--- src/drbt_pkg.sv ---
// Shared types and constants for the DRAM row buffer timing unit.
package drbt_pkg;

  localparam int CNT_W = 40;

  typedef logic [CNT_W-1:0] count_t;
  typedef logic [7:0]       lat_t;
  typedef logic [1:0]       outcome_t;
  typedef logic [1:0]       cfg_index_t;
  typedef logic [3:0]       cfg_data_t;

  localparam count_t CNT_MAX = {CNT_W{1'b1}};

  // latencies in cycles: bus 10, ACT/CAS/PRE 45 each
  localparam lat_t LAT_FIXED    = 8'd100;
  localparam lat_t LAT_HIT      = 8'd55;
  localparam lat_t LAT_EMPTY    = 8'd100;
  localparam lat_t LAT_CONFLICT = 8'd145;

  localparam outcome_t OUTCOME_FIXED    = 2'd0;
  localparam outcome_t OUTCOME_HIT      = 2'd1;
  localparam outcome_t OUTCOME_EMPTY    = 2'd2;
  localparam outcome_t OUTCOME_CONFLICT = 2'd3;

  localparam cfg_index_t CFG_FIXED_MODE  = 2'd0;
  localparam cfg_index_t CFG_OPEN_PAGE   = 2'd1;
  localparam cfg_index_t CFG_COLUMN_BITS = 2'd2;

  localparam logic [3:0] MAX_COLUMN_BITS = 4'd10;

  typedef struct packed {
    logic     valid;
    logic     is_write;
    lat_t     latency;
    outcome_t outcome;
  } result_t;

  typedef struct packed {
    lat_t     latency;
    outcome_t outcome;
    count_t   read_count;
    count_t   read_latency_sum;
    count_t   write_count;
    count_t   write_latency_sum;
  } entry_t;

endpackage

--- src/drbt_ram.sv ---
// Generic single-write, single-read RAM with registered read data.
module drbt_ram #(
  parameter int WIDTH = 28,
  parameter int DEPTH = 16
) (
  input  logic                     clk,
  input  logic                     we,
  input  logic [$clog2(DEPTH)-1:0] waddr,
  input  logic [WIDTH-1:0]         wdata,
  input  logic [$clog2(DEPTH)-1:0] raddr,
  output logic [WIDTH-1:0]         rdata
);

  logic [WIDTH-1:0] mem [DEPTH];

  always_ff @(posedge clk) begin
    if (we) begin
      mem[waddr] <= wdata;
    end
    rdata <= mem[raddr];
  end

endmodule

--- src/drbt_bank_tracker.sv ---
// Open-row tracking: address split, row table lookup, hit/empty/conflict decision.
module drbt_bank_tracker #(
  parameter int BANK_COUNT   = 16,
  parameter int ADDRESS_BITS = 32
) (
  input  logic              clk,
  input  logic              rst,
  input  logic              req_fire,
  input  logic [31:0]       line_address,
  input  logic              is_write,
  input  logic              track_mode,
  input  logic [3:0]        col_width,
  output drbt_pkg::result_t res
);
  import drbt_pkg::*;

  localparam int BB = $clog2(BANK_COUNT + 1) - 1;   // floor(log2)
  localparam int IW = $clog2(BANK_COUNT);
  localparam int RW = ADDRESS_BITS - BB;

  logic [3:0]                cb;
  logic [ADDRESS_BITS+31:0]  addr_wide;
  logic [ADDRESS_BITS-1:0]   addr_a;
  logic [ADDRESS_BITS-1:0]   bank_sh;
  logic [ADDRESS_BITS-1:0]   row_sh;
  logic [4:0]                row_shamt;
  logic [IW-1:0]             bank_idx;
  logic [RW-1:0]             row_val;

  logic                      s1_valid;
  logic [IW-1:0]             s1_bank;
  logic [RW-1:0]             s1_row;
  logic                      s1_write;
  logic                      s1_track;

  logic [BANK_COUNT-1:0]     open_bits;
  logic                      fw_valid;
  logic [IW-1:0]             fw_bank;
  logic [RW-1:0]             fw_row;

  logic [RW-1:0]             ram_rdata;
  logic [RW-1:0]             stored_row;
  logic                      wr_en;
  lat_t                      lat;
  outcome_t                  outc;

  // request stage: split the address and start the row table read
  always_comb begin
    cb        = (col_width > MAX_COLUMN_BITS) ? MAX_COLUMN_BITS : col_width;
    addr_wide = {{ADDRESS_BITS{1'b0}}, line_address};
    addr_a    = addr_wide[ADDRESS_BITS-1:0];
    bank_sh   = addr_a >> cb;
    bank_idx  = IW'(bank_sh[BB-1:0]);
    row_shamt = 5'(BB) + 5'(cb);
    row_sh    = addr_a >> row_shamt;
    row_val   = row_sh[RW-1:0];
  end

  drbt_ram #(
    .WIDTH(RW),
    .DEPTH(BANK_COUNT)
  ) u_row_ram (
    .clk  (clk),
    .we   (wr_en),
    .waddr(s1_bank),
    .wdata(s1_row),
    .raddr(bank_idx),
    .rdata(ram_rdata)
  );

  always_ff @(posedge clk) begin
    if (rst) begin
      s1_valid <= 1'b0;
    end else begin
      s1_valid <= req_fire;
    end
    if (req_fire) begin
      s1_bank  <= bank_idx;
      s1_row   <= row_val;
      s1_write <= is_write;
      s1_track <= track_mode;
    end
  end

  // decision stage; a write from the previous request is not yet visible in the read data
  always_comb begin
    stored_row = (fw_valid && (fw_bank == s1_bank)) ? fw_row : ram_rdata;
    wr_en      = 1'b0;
    lat        = LAT_FIXED;
    outc       = OUTCOME_FIXED;
    if (s1_track) begin
      if (!open_bits[s1_bank]) begin
        lat   = LAT_EMPTY;
        outc  = OUTCOME_EMPTY;
        wr_en = s1_valid;
      end else if (stored_row == s1_row) begin
        lat  = LAT_HIT;
        outc = OUTCOME_HIT;
      end else begin
        lat   = LAT_CONFLICT;
        outc  = OUTCOME_CONFLICT;
        wr_en = s1_valid;
      end
    end
  end

  always_ff @(posedge clk) begin
    if (rst) begin
      open_bits <= '0;
      fw_valid  <= 1'b0;
    end else begin
      fw_valid <= wr_en;
      if (wr_en) begin
        open_bits[s1_bank] <= 1'b1;
      end
    end
    fw_bank <= s1_bank;
    fw_row  <= s1_row;
  end

  assign res.valid    = s1_valid;
  assign res.is_write = s1_write;
  assign res.latency  = lat;
  assign res.outcome  = outc;

  a_opened_after_write: assert property (@(posedge clk) disable iff (rst)
    wr_en |=> open_bits[$past(s1_bank)])
    else $error("bank not marked open after row write");

  a_forward_follows_write: assert property (@(posedge clk) disable iff (rst)
    fw_valid |-> $past(s1_valid))
    else $error("forwarded row without a preceding request");

endmodule

--- src/drbt_stats.sv ---
// Saturating read/write access counters and latency sums.
module drbt_stats (
  input  logic              clk,
  input  logic              rst,
  input  drbt_pkg::result_t res,
  output drbt_pkg::entry_t  entry
);
  import drbt_pkg::*;

  count_t          read_count;
  count_t          read_sum;
  count_t          write_count;
  count_t          write_sum;
  count_t          read_count_next;
  count_t          read_sum_next;
  count_t          write_count_next;
  count_t          write_sum_next;
  logic [CNT_W:0]  add_sum;

  always_comb begin
    read_count_next  = read_count;
    read_sum_next    = read_sum;
    write_count_next = write_count;
    write_sum_next   = write_sum;
    add_sum = {1'b0, (res.is_write ? write_sum : read_sum)} + (CNT_W+1)'(res.latency);
    if (res.valid) begin
      if (res.is_write) begin
        write_count_next = (write_count == CNT_MAX) ? CNT_MAX : write_count + count_t'(1);
        write_sum_next   = add_sum[CNT_W] ? CNT_MAX : add_sum[CNT_W-1:0];
      end else begin
        read_count_next = (read_count == CNT_MAX) ? CNT_MAX : read_count + count_t'(1);
        read_sum_next   = add_sum[CNT_W] ? CNT_MAX : add_sum[CNT_W-1:0];
      end
    end
  end

  always_ff @(posedge clk) begin
    if (rst) begin
      read_count  <= '0;
      read_sum    <= '0;
      write_count <= '0;
      write_sum   <= '0;
    end else begin
      read_count  <= read_count_next;
      read_sum    <= read_sum_next;
      write_count <= write_count_next;
      write_sum   <= write_sum_next;
    end
  end

  assign entry.latency           = res.latency;
  assign entry.outcome           = res.outcome;
  assign entry.read_count        = read_count_next;
  assign entry.read_latency_sum  = read_sum_next;
  assign entry.write_count       = write_count_next;
  assign entry.write_latency_sum = write_sum_next;

  a_read_leaves_writes: assert property (@(posedge clk) disable iff (rst)
    (res.valid && !res.is_write) |=> (write_count == $past(write_count) &&
                                      write_sum == $past(write_sum)))
    else $error("read request changed write statistics");

endmodule

--- src/drbt_out_queue.sv ---
// Two-entry result queue between the decision stage and the output channel.
module drbt_out_queue (
  input  logic             clk,
  input  logic             rst,
  input  logic             push,
  input  drbt_pkg::entry_t push_entry,
  input  logic             out_stall,
  output logic             out_valid,
  output drbt_pkg::entry_t out_entry,
  output logic [1:0]       count
);
  import drbt_pkg::*;

  entry_t slots [2];
  logic   wr_ptr;
  logic   rd_ptr;
  logic   pop;

  assign out_valid = (count != 2'd0);
  assign pop       = out_valid && !out_stall;
  assign out_entry = slots[rd_ptr];

  always_ff @(posedge clk) begin
    if (rst) begin
      wr_ptr <= 1'b0;
      rd_ptr <= 1'b0;
      count  <= 2'd0;
    end else begin
      if (push) begin
        wr_ptr <= ~wr_ptr;
      end
      if (pop) begin
        rd_ptr <= ~rd_ptr;
      end
      count <= count + 2'(push) - 2'(pop);
    end
    if (push) begin
      slots[wr_ptr] <= push_entry;
    end
  end

endmodule

--- src/dram_row_buffer_timing_unit.sv ---
// Top level of the DRAM row buffer timing unit.
//
// Takes one cache-line request per input handshake (line_address, is_write)
// and returns one result: latency in cycles, outcome code, and the running
// saturating read/write counts and latency sums including this request.
// Input and output use valid/stall; a request is taken when in_valid is high
// and in_stall low, a result leaves when out_valid is high and out_stall low.
// Configuration writes use cfg_valid/cfg_ready (always ready) with cfg_index:
// 0 fixed latency mode, 1 open page policy, 2 column field bits; other
// indexes are ignored. Write configuration only while the unit is idle.
// An accepted request is registered into the decision stage, and its result
// is then written into the result queue, whose output raises out_valid.
// Throughput: one request per cycle while in_stall is low; the row table
// RAM is read in the request cycle and written back in the next, with a
// one-entry forward path for back-to-back requests to the same bank.
// A two-entry result queue keeps the input open while a result waits; when
// the queue and the decision stage together hold two results and the
// receiver stalls, in_stall rises. Reset clears the open-row flags, the
// counters and the queue, and restores fixed mode, open page and four column bits.
module dram_row_buffer_timing_unit #(
  parameter int BANK_COUNT   = 16,
  parameter int ADDRESS_BITS = 32
) (
  input  logic                   clk,
  input  logic                   rst,
  input  logic                   in_valid,
  output logic                   in_stall,
  input  logic [31:0]            line_address,
  input  logic                   is_write,
  output logic                   out_valid,
  input  logic                   out_stall,
  output drbt_pkg::lat_t         latency,
  output drbt_pkg::outcome_t     outcome,
  output drbt_pkg::count_t       read_count,
  output drbt_pkg::count_t       read_latency_sum,
  output drbt_pkg::count_t       write_count,
  output drbt_pkg::count_t       write_latency_sum,
  input  logic                   cfg_valid,
  output logic                   cfg_ready,
  input  drbt_pkg::cfg_index_t   cfg_index,
  input  drbt_pkg::cfg_data_t    cfg_data
);
  import drbt_pkg::*;

  logic       fixed_mode;
  logic       page_policy;
  logic [3:0] col_width;
  logic       req_fire;
  logic       pop;
  logic [1:0] q_count;
  logic [1:0] occupancy;
  result_t    trk_res;
  entry_t     stat_entry;
  entry_t     out_entry;

  assign cfg_ready = 1'b1;

  always_ff @(posedge clk) begin
    if (rst) begin
      fixed_mode  <= 1'b1;
      page_policy <= 1'b1;
      col_width   <= 4'd4;
    end else if (cfg_valid && cfg_ready) begin
      case (cfg_index)
        CFG_FIXED_MODE:  fixed_mode  <= cfg_data[0];
        CFG_OPEN_PAGE:   page_policy <= cfg_data[0];
        CFG_COLUMN_BITS: col_width   <= cfg_data;
        default: ;
      endcase
    end
  end

  // requests in flight: queued results plus the one in the decision stage
  assign occupancy = q_count + 2'(trk_res.valid);
  assign pop       = out_valid && !out_stall;
  assign in_stall  = (occupancy == 2'd2) && !pop;
  assign req_fire  = in_valid && !in_stall;

  drbt_bank_tracker #(
    .BANK_COUNT  (BANK_COUNT),
    .ADDRESS_BITS(ADDRESS_BITS)
  ) u_tracker (
    .clk         (clk),
    .rst         (rst),
    .req_fire    (req_fire),
    .line_address(line_address),
    .is_write    (is_write),
    .track_mode  (!fixed_mode && page_policy),
    .col_width   (col_width),
    .res         (trk_res)
  );

  drbt_stats u_stats (
    .clk  (clk),
    .rst  (rst),
    .res  (trk_res),
    .entry(stat_entry)
  );

  drbt_out_queue u_out_queue (
    .clk       (clk),
    .rst       (rst),
    .push      (trk_res.valid),
    .push_entry(stat_entry),
    .out_stall (out_stall),
    .out_valid (out_valid),
    .out_entry (out_entry),
    .count     (q_count)
  );

  assign latency           = out_entry.latency;
  assign outcome           = out_entry.outcome;
  assign read_count        = out_entry.read_count;
  assign read_latency_sum  = out_entry.read_latency_sum;
  assign write_count       = out_entry.write_count;
  assign write_latency_sum = out_entry.write_latency_sum;

  a_no_overflow: assert property (@(posedge clk) disable iff (rst)
    !(q_count == 2'd2 && trk_res.valid))
    else $error("result queue overflow");

  a_request_decided: assert property (@(posedge clk) disable iff (rst)
    req_fire |=> trk_res.valid)
    else $error("accepted request not in decision stage");

endmodule
--- config.mk ---
export PLATFORM = sky130hd
export DESIGN_NAME = dram_row_buffer_timing_unit
export DESIGN_NICKNAME = d
export VERILOG_FILES = /design/src/drbt_pkg.sv /design/src/drbt_ram.sv /design/src/drbt_bank_tracker.sv /design/src/drbt_stats.sv /design/src/drbt_out_queue.sv /design/src/dram_row_buffer_timing_unit.sv
export SDC_FILE = /design/constraint.sdc
export NUM_CORES = 2
export LEC_CHECK = 0
export BUFFER_PORTS_ARGS = -buffer_cell sky130_fd_sc_hd__buf_2
export CORE_MARGIN = 2
export CORE_UTILIZATION = 45
export CTS_CLUSTER_SIZE = 24
export DETAILED_ROUTE_END_ITERATION = 16
export PLACE_DENSITY = 0.7
export SLEW_MARGIN = 20
export SYNTH_ARGS = -nofsm -noshare
export SYNTH_HDL_FRONTEND = slang
export SYNTH_SLANG_ARGS = --single-unit
--- constraint.sdc ---
create_clock -name clk -period 12.2 [get_ports clk]
set_input_delay 0.61 -clock clk [delete_from_list [all_inputs] [get_ports clk]]
set_output_delay 0.61 -clock clk [all_outputs]
set_load 0.03 [all_outputs]
==> out/results.tsv <==
metric	value	unit
fin_crit_sh	48.9	%
ios	217	
startpoint_type	flip-flop	
syn_area_per_cell	14.1	µm²
die_x	315	µm
min_period	5970	ps
rsz0062_at_grt	false	
worstMarginPinSlew	1150	ps
yosysUniqueCellTypes	82	
cts_hold_buf	0	
grt_use_met2	33.8	%
clk_pin_slew_worst_paths	60	ps
grtUsageMet1	27.7	%
root_buffer	clkbuf_16	
fin_cells	4641	
cp_cell_sequence	xor2_1, nor4_1, nand4_1, o21ai_0, nand4_1, nor2_1, nand2_1, fa_1, nor2b_1, o2111ai_1, a21o_1, a2111oi_4, a31oi_2, buf_4, and3_1, a31oi_1, nor2b_1	
dieArea	0.0993	mm²
async_flop_share	0	%
placed_cells	4449	
r2r_slack	6230	ps
gr-usage-met3	3.22	%
syn_area	0.0435	mm²
setup_ws	6230	ps
netlist_instances	3079	
rr_startpoint	u_tracker.s1_row[19]	
clockPowerShare	34.2	%
grt_pass1_wl	155000	µm
p_sw_share	28.6	%
synth_nets	3135	
synth_top_flop_cell	edfxtp_1	
skew	29.0	ps
track_usage	20.5	%
clockBufferDepth	3	
synth_seq_cells	1063	
p_switching	2.64	mW
synth_top_cell_by_area	edfxtp_1	
whs	151	ps
path_max_fanout	21	
max_freq	168	MHz
tritoncts	yes	
whs_path_depth	1	
synthTopCellsByArea	edfxtp_1 56%, dfxtp_1 11%, mux2i_1 6.7%	
core_area	0.0963	mm²
grt_start_max_net_pins	124	
seqPwrFrac	47.8	%
required	12800	ps
power_leakage	17.8	nW
antennaDiodeCount	0	
path_class	flip-flop to flip-flop	
min_to	u_tracker.s1_write	
grt_pass1_vias	25600	
final.setup.tns	0	ps
clock_sinks	1063	
htree_levels	3	
ff2ff_path_depth	17	
fin_nets	3333	
start_util	45.2	%
status	completed	
area_delta_synth_final	13.4	%
io_buffers	214	
gp_congestion	0.873	
cts_setup_buffers	0	
intPower	6.59	mW
gr-total-overflow	0	
power_density	187	mW/mm²
worstPathArrival	6570	ps
reg2reg_to	u_stats.write_sum[38]	
rows	114	
cap_violations	0	
synth_top_area_share	56.1	%
critPathCaptureType	flip-flop	
finalMaxSlewViolations	0	
synth-edff-count	814	
yosysMostFrequentCell	edfxtp_1	
wl	104000	µm
first_pass_iters	5	
crit_path_top_delay_cell	edfxtp_1	
vdd.ir_drop.worst	0.164	mV
busiest_layer	met2	
die_h	315	µm
ys_top_cells_by_count	814 x edfxtp_1, 290 x mux2i_1, 249 x dfxtp_1, 188 x mux2_2, 179 x nand2_1	
num_vias	26400	
ys_warn_count	0	
cts_resized	0	
seq_area_frac_synth	67.6	%
hold_violations	0	
drt-initial-drc-count	2519	
preCtsSetupSlack	6350	ps
combPwrFrac	18.0	%
antenna_found_initial	0	
final_util	51.3	%
hp-start	is_write	
setup_viol	0	
final_layout_size_suffix_gt1_share	20.1	%
viasPerCell	5.68	
hpwl	60300	µm
ant_nets	0	
cp_slowest_stage_delay	840	ps
wire_per_inst	22.4	µm
numCtsBuffers	102	
hold_class	input pin to flip-flop	
insertion_delay	680	ps
route.detailed.drc	0	
maxSlewHeadroom	22.9	%
[through the flow]
stage	instance area, µm²	total power [mW]
2_1_floorplan	43500	5.60
3_3_place_gp	46000	6.14
3_5_place_dp	46000	6.15
4_1_cts	49400	9.29
5_1_grt	49400	9.54
6_report	49400	9.23
[state kept, by name, summed over array words and instances (netlist names), 16 cells and up, named ones only]
signal / cells
u_tracker.u_row_ram.mem: 448
u_out_queue.slots: 332
u_stats.read_count: 40
u_stats.read_sum: 40
u_stats.write_count: 40
u_stats.write_sum: 40
u_tracker.fw_row: 28
u_tracker.s1_row: 28
u_tracker.u_row_ram.rdata: 28
u_tracker.open_bits: 16
[per-layer routing]
layer,part of all wire [%],vias to the layer above,wire length [µm]
met4,2.8,0,2920
met2,49,984,50500
met3,7.4,159,7700
li1,-,12100,-
met1,41,13100,42800
met5,0,-,0
[worst max-delay path, delay by kind of cell, from the launching register on]
kind | cells | cell delay, ps
adders and majority gates | 1 | 470
buffers and inverters | 1 | 340
AOI/OAI and AO/OA | 6 | 1930
xor gates and xnor gates | 1 | 140
and+or+nand+nor | 8 | 2180
DFF | 1 | 840
[power by group through the flow]
stage / clock, mW / combinational, mW / sequential (mW)
6_report: 3.16 / 1.66 / 4.41
5_1_grt: 3.35 / 1.75 / 4.44
3_5_place_dp: 0 / 1.67 / 4.48
3_3_place_gp: 0 / 1.66 / 4.47
2_1_floorplan: 0 / 1.20 / 4.41
4_1_cts: 3.21 / 1.67 / 4.41
[cells in the final DEF (no fill, tap or decap), types with 11 or more instances in the layout]
| master | Yosys | layout |
|---|---|---|
| a211oi_1 | 13 | 13 |
| a21oi_1 | 137 | 137 |
| a311oi_1 | 18 | 18 |
| a31oi_1 | 49 | 48 |
| and2_1 | 17 | 16 |
| and3_1 | 34 | 34 |
| and4_1 | 16 | 16 |
| buf_2 | 51 | 213 |
| buf_4 | 9 | 48 |
| clkbuf_1 | 87 | 26 |
| clkbuf_16 | 0 | 103 |
| clkbuf_8 | 0 | 14 |
| clkinv_1 | 0 | 14 |
| clkinv_2 | 0 | 16 |
| dfxtp_1 | 249 | 247 |
| edfxtp_1 | 814 | 814 |
| ha_1 | 11 | 11 |
| inv_1 | 40 | 40 |
| mux2_2 | 188 | 188 |
| mux2i_1 | 290 | 289 |
| nand2_1 | 179 | 178 |
| nand2b_1 | 33 | 33 |
| nand3_1 | 74 | 74 |
| nand3b_1 | 17 | 17 |
| nand4_1 | 24 | 24 |
| nor2_1 | 113 | 112 |
| nor2b_1 | 74 | 71 |
| nor3_1 | 56 | 40 |
| nor3_2 | 2 | 18 |
| o21ai_0 | 51 | 51 |
| o22ai_1 | 123 | 123 |
| o41ai_1 | 17 | 17 |
| or2_2 | 14 | 14 |
| or4_1 | 28 | 28 |
| xnor2_1 | 43 | 43 |
| xor2_1 | 66 | 66 |
[worst max path at each step]
| stage | start | end | slack (ps) | cells after the start |
|---|---|---|---|---|
| floorplan | u_tracker.s1_valid | u_out_queue.slots[0][0] | 3740 | 1 |
| global placement | u_tracker.s1_row[19] | u_stats.write_sum[28] | 6510 | 17 |
| detailed placement | u_tracker.s1_row[14] | u_stats.write_sum[38] | 6350 | 18 |
| CTS | u_tracker.s1_row[19] | u_stats.write_sum[38] | 6310 | 17 |
| global route | u_tracker.s1_row[19] | u_stats.write_sum[28] | 5770 | 17 |
| finish | u_tracker.s1_row[19] | u_stats.write_sum[38] | 6230 | 17 |
[cell type report]
type | count | area [µm²]
fill | 7966 | 46900
clock buffer | 145 | 2880
clock inverter | 47 | 503
multi-input combinational | 1806 | 13300
sequential | 1063 | 29400
timing repair buffer | 264 | 1480
inverter | 40 | 150
tap | 1276 | 1600
[cells by family (layout without fill, tap and decap cells)]
family	after synthesis	in the layout	synth area share, %
buffers and inverters	210	496	2.12
AOI/OAI and AO/OA	488	488	7.22
adders and majority gates	12	12	0.362
and+or+nand+nor	708	708	8.50
xor gates and xnor gates	109	109	2.19
DFF	1063	1063	67.6
muxes	487	487	12.0
other	2	2	0.0172
Note: power is estimated with default switching activity, not from simulation.
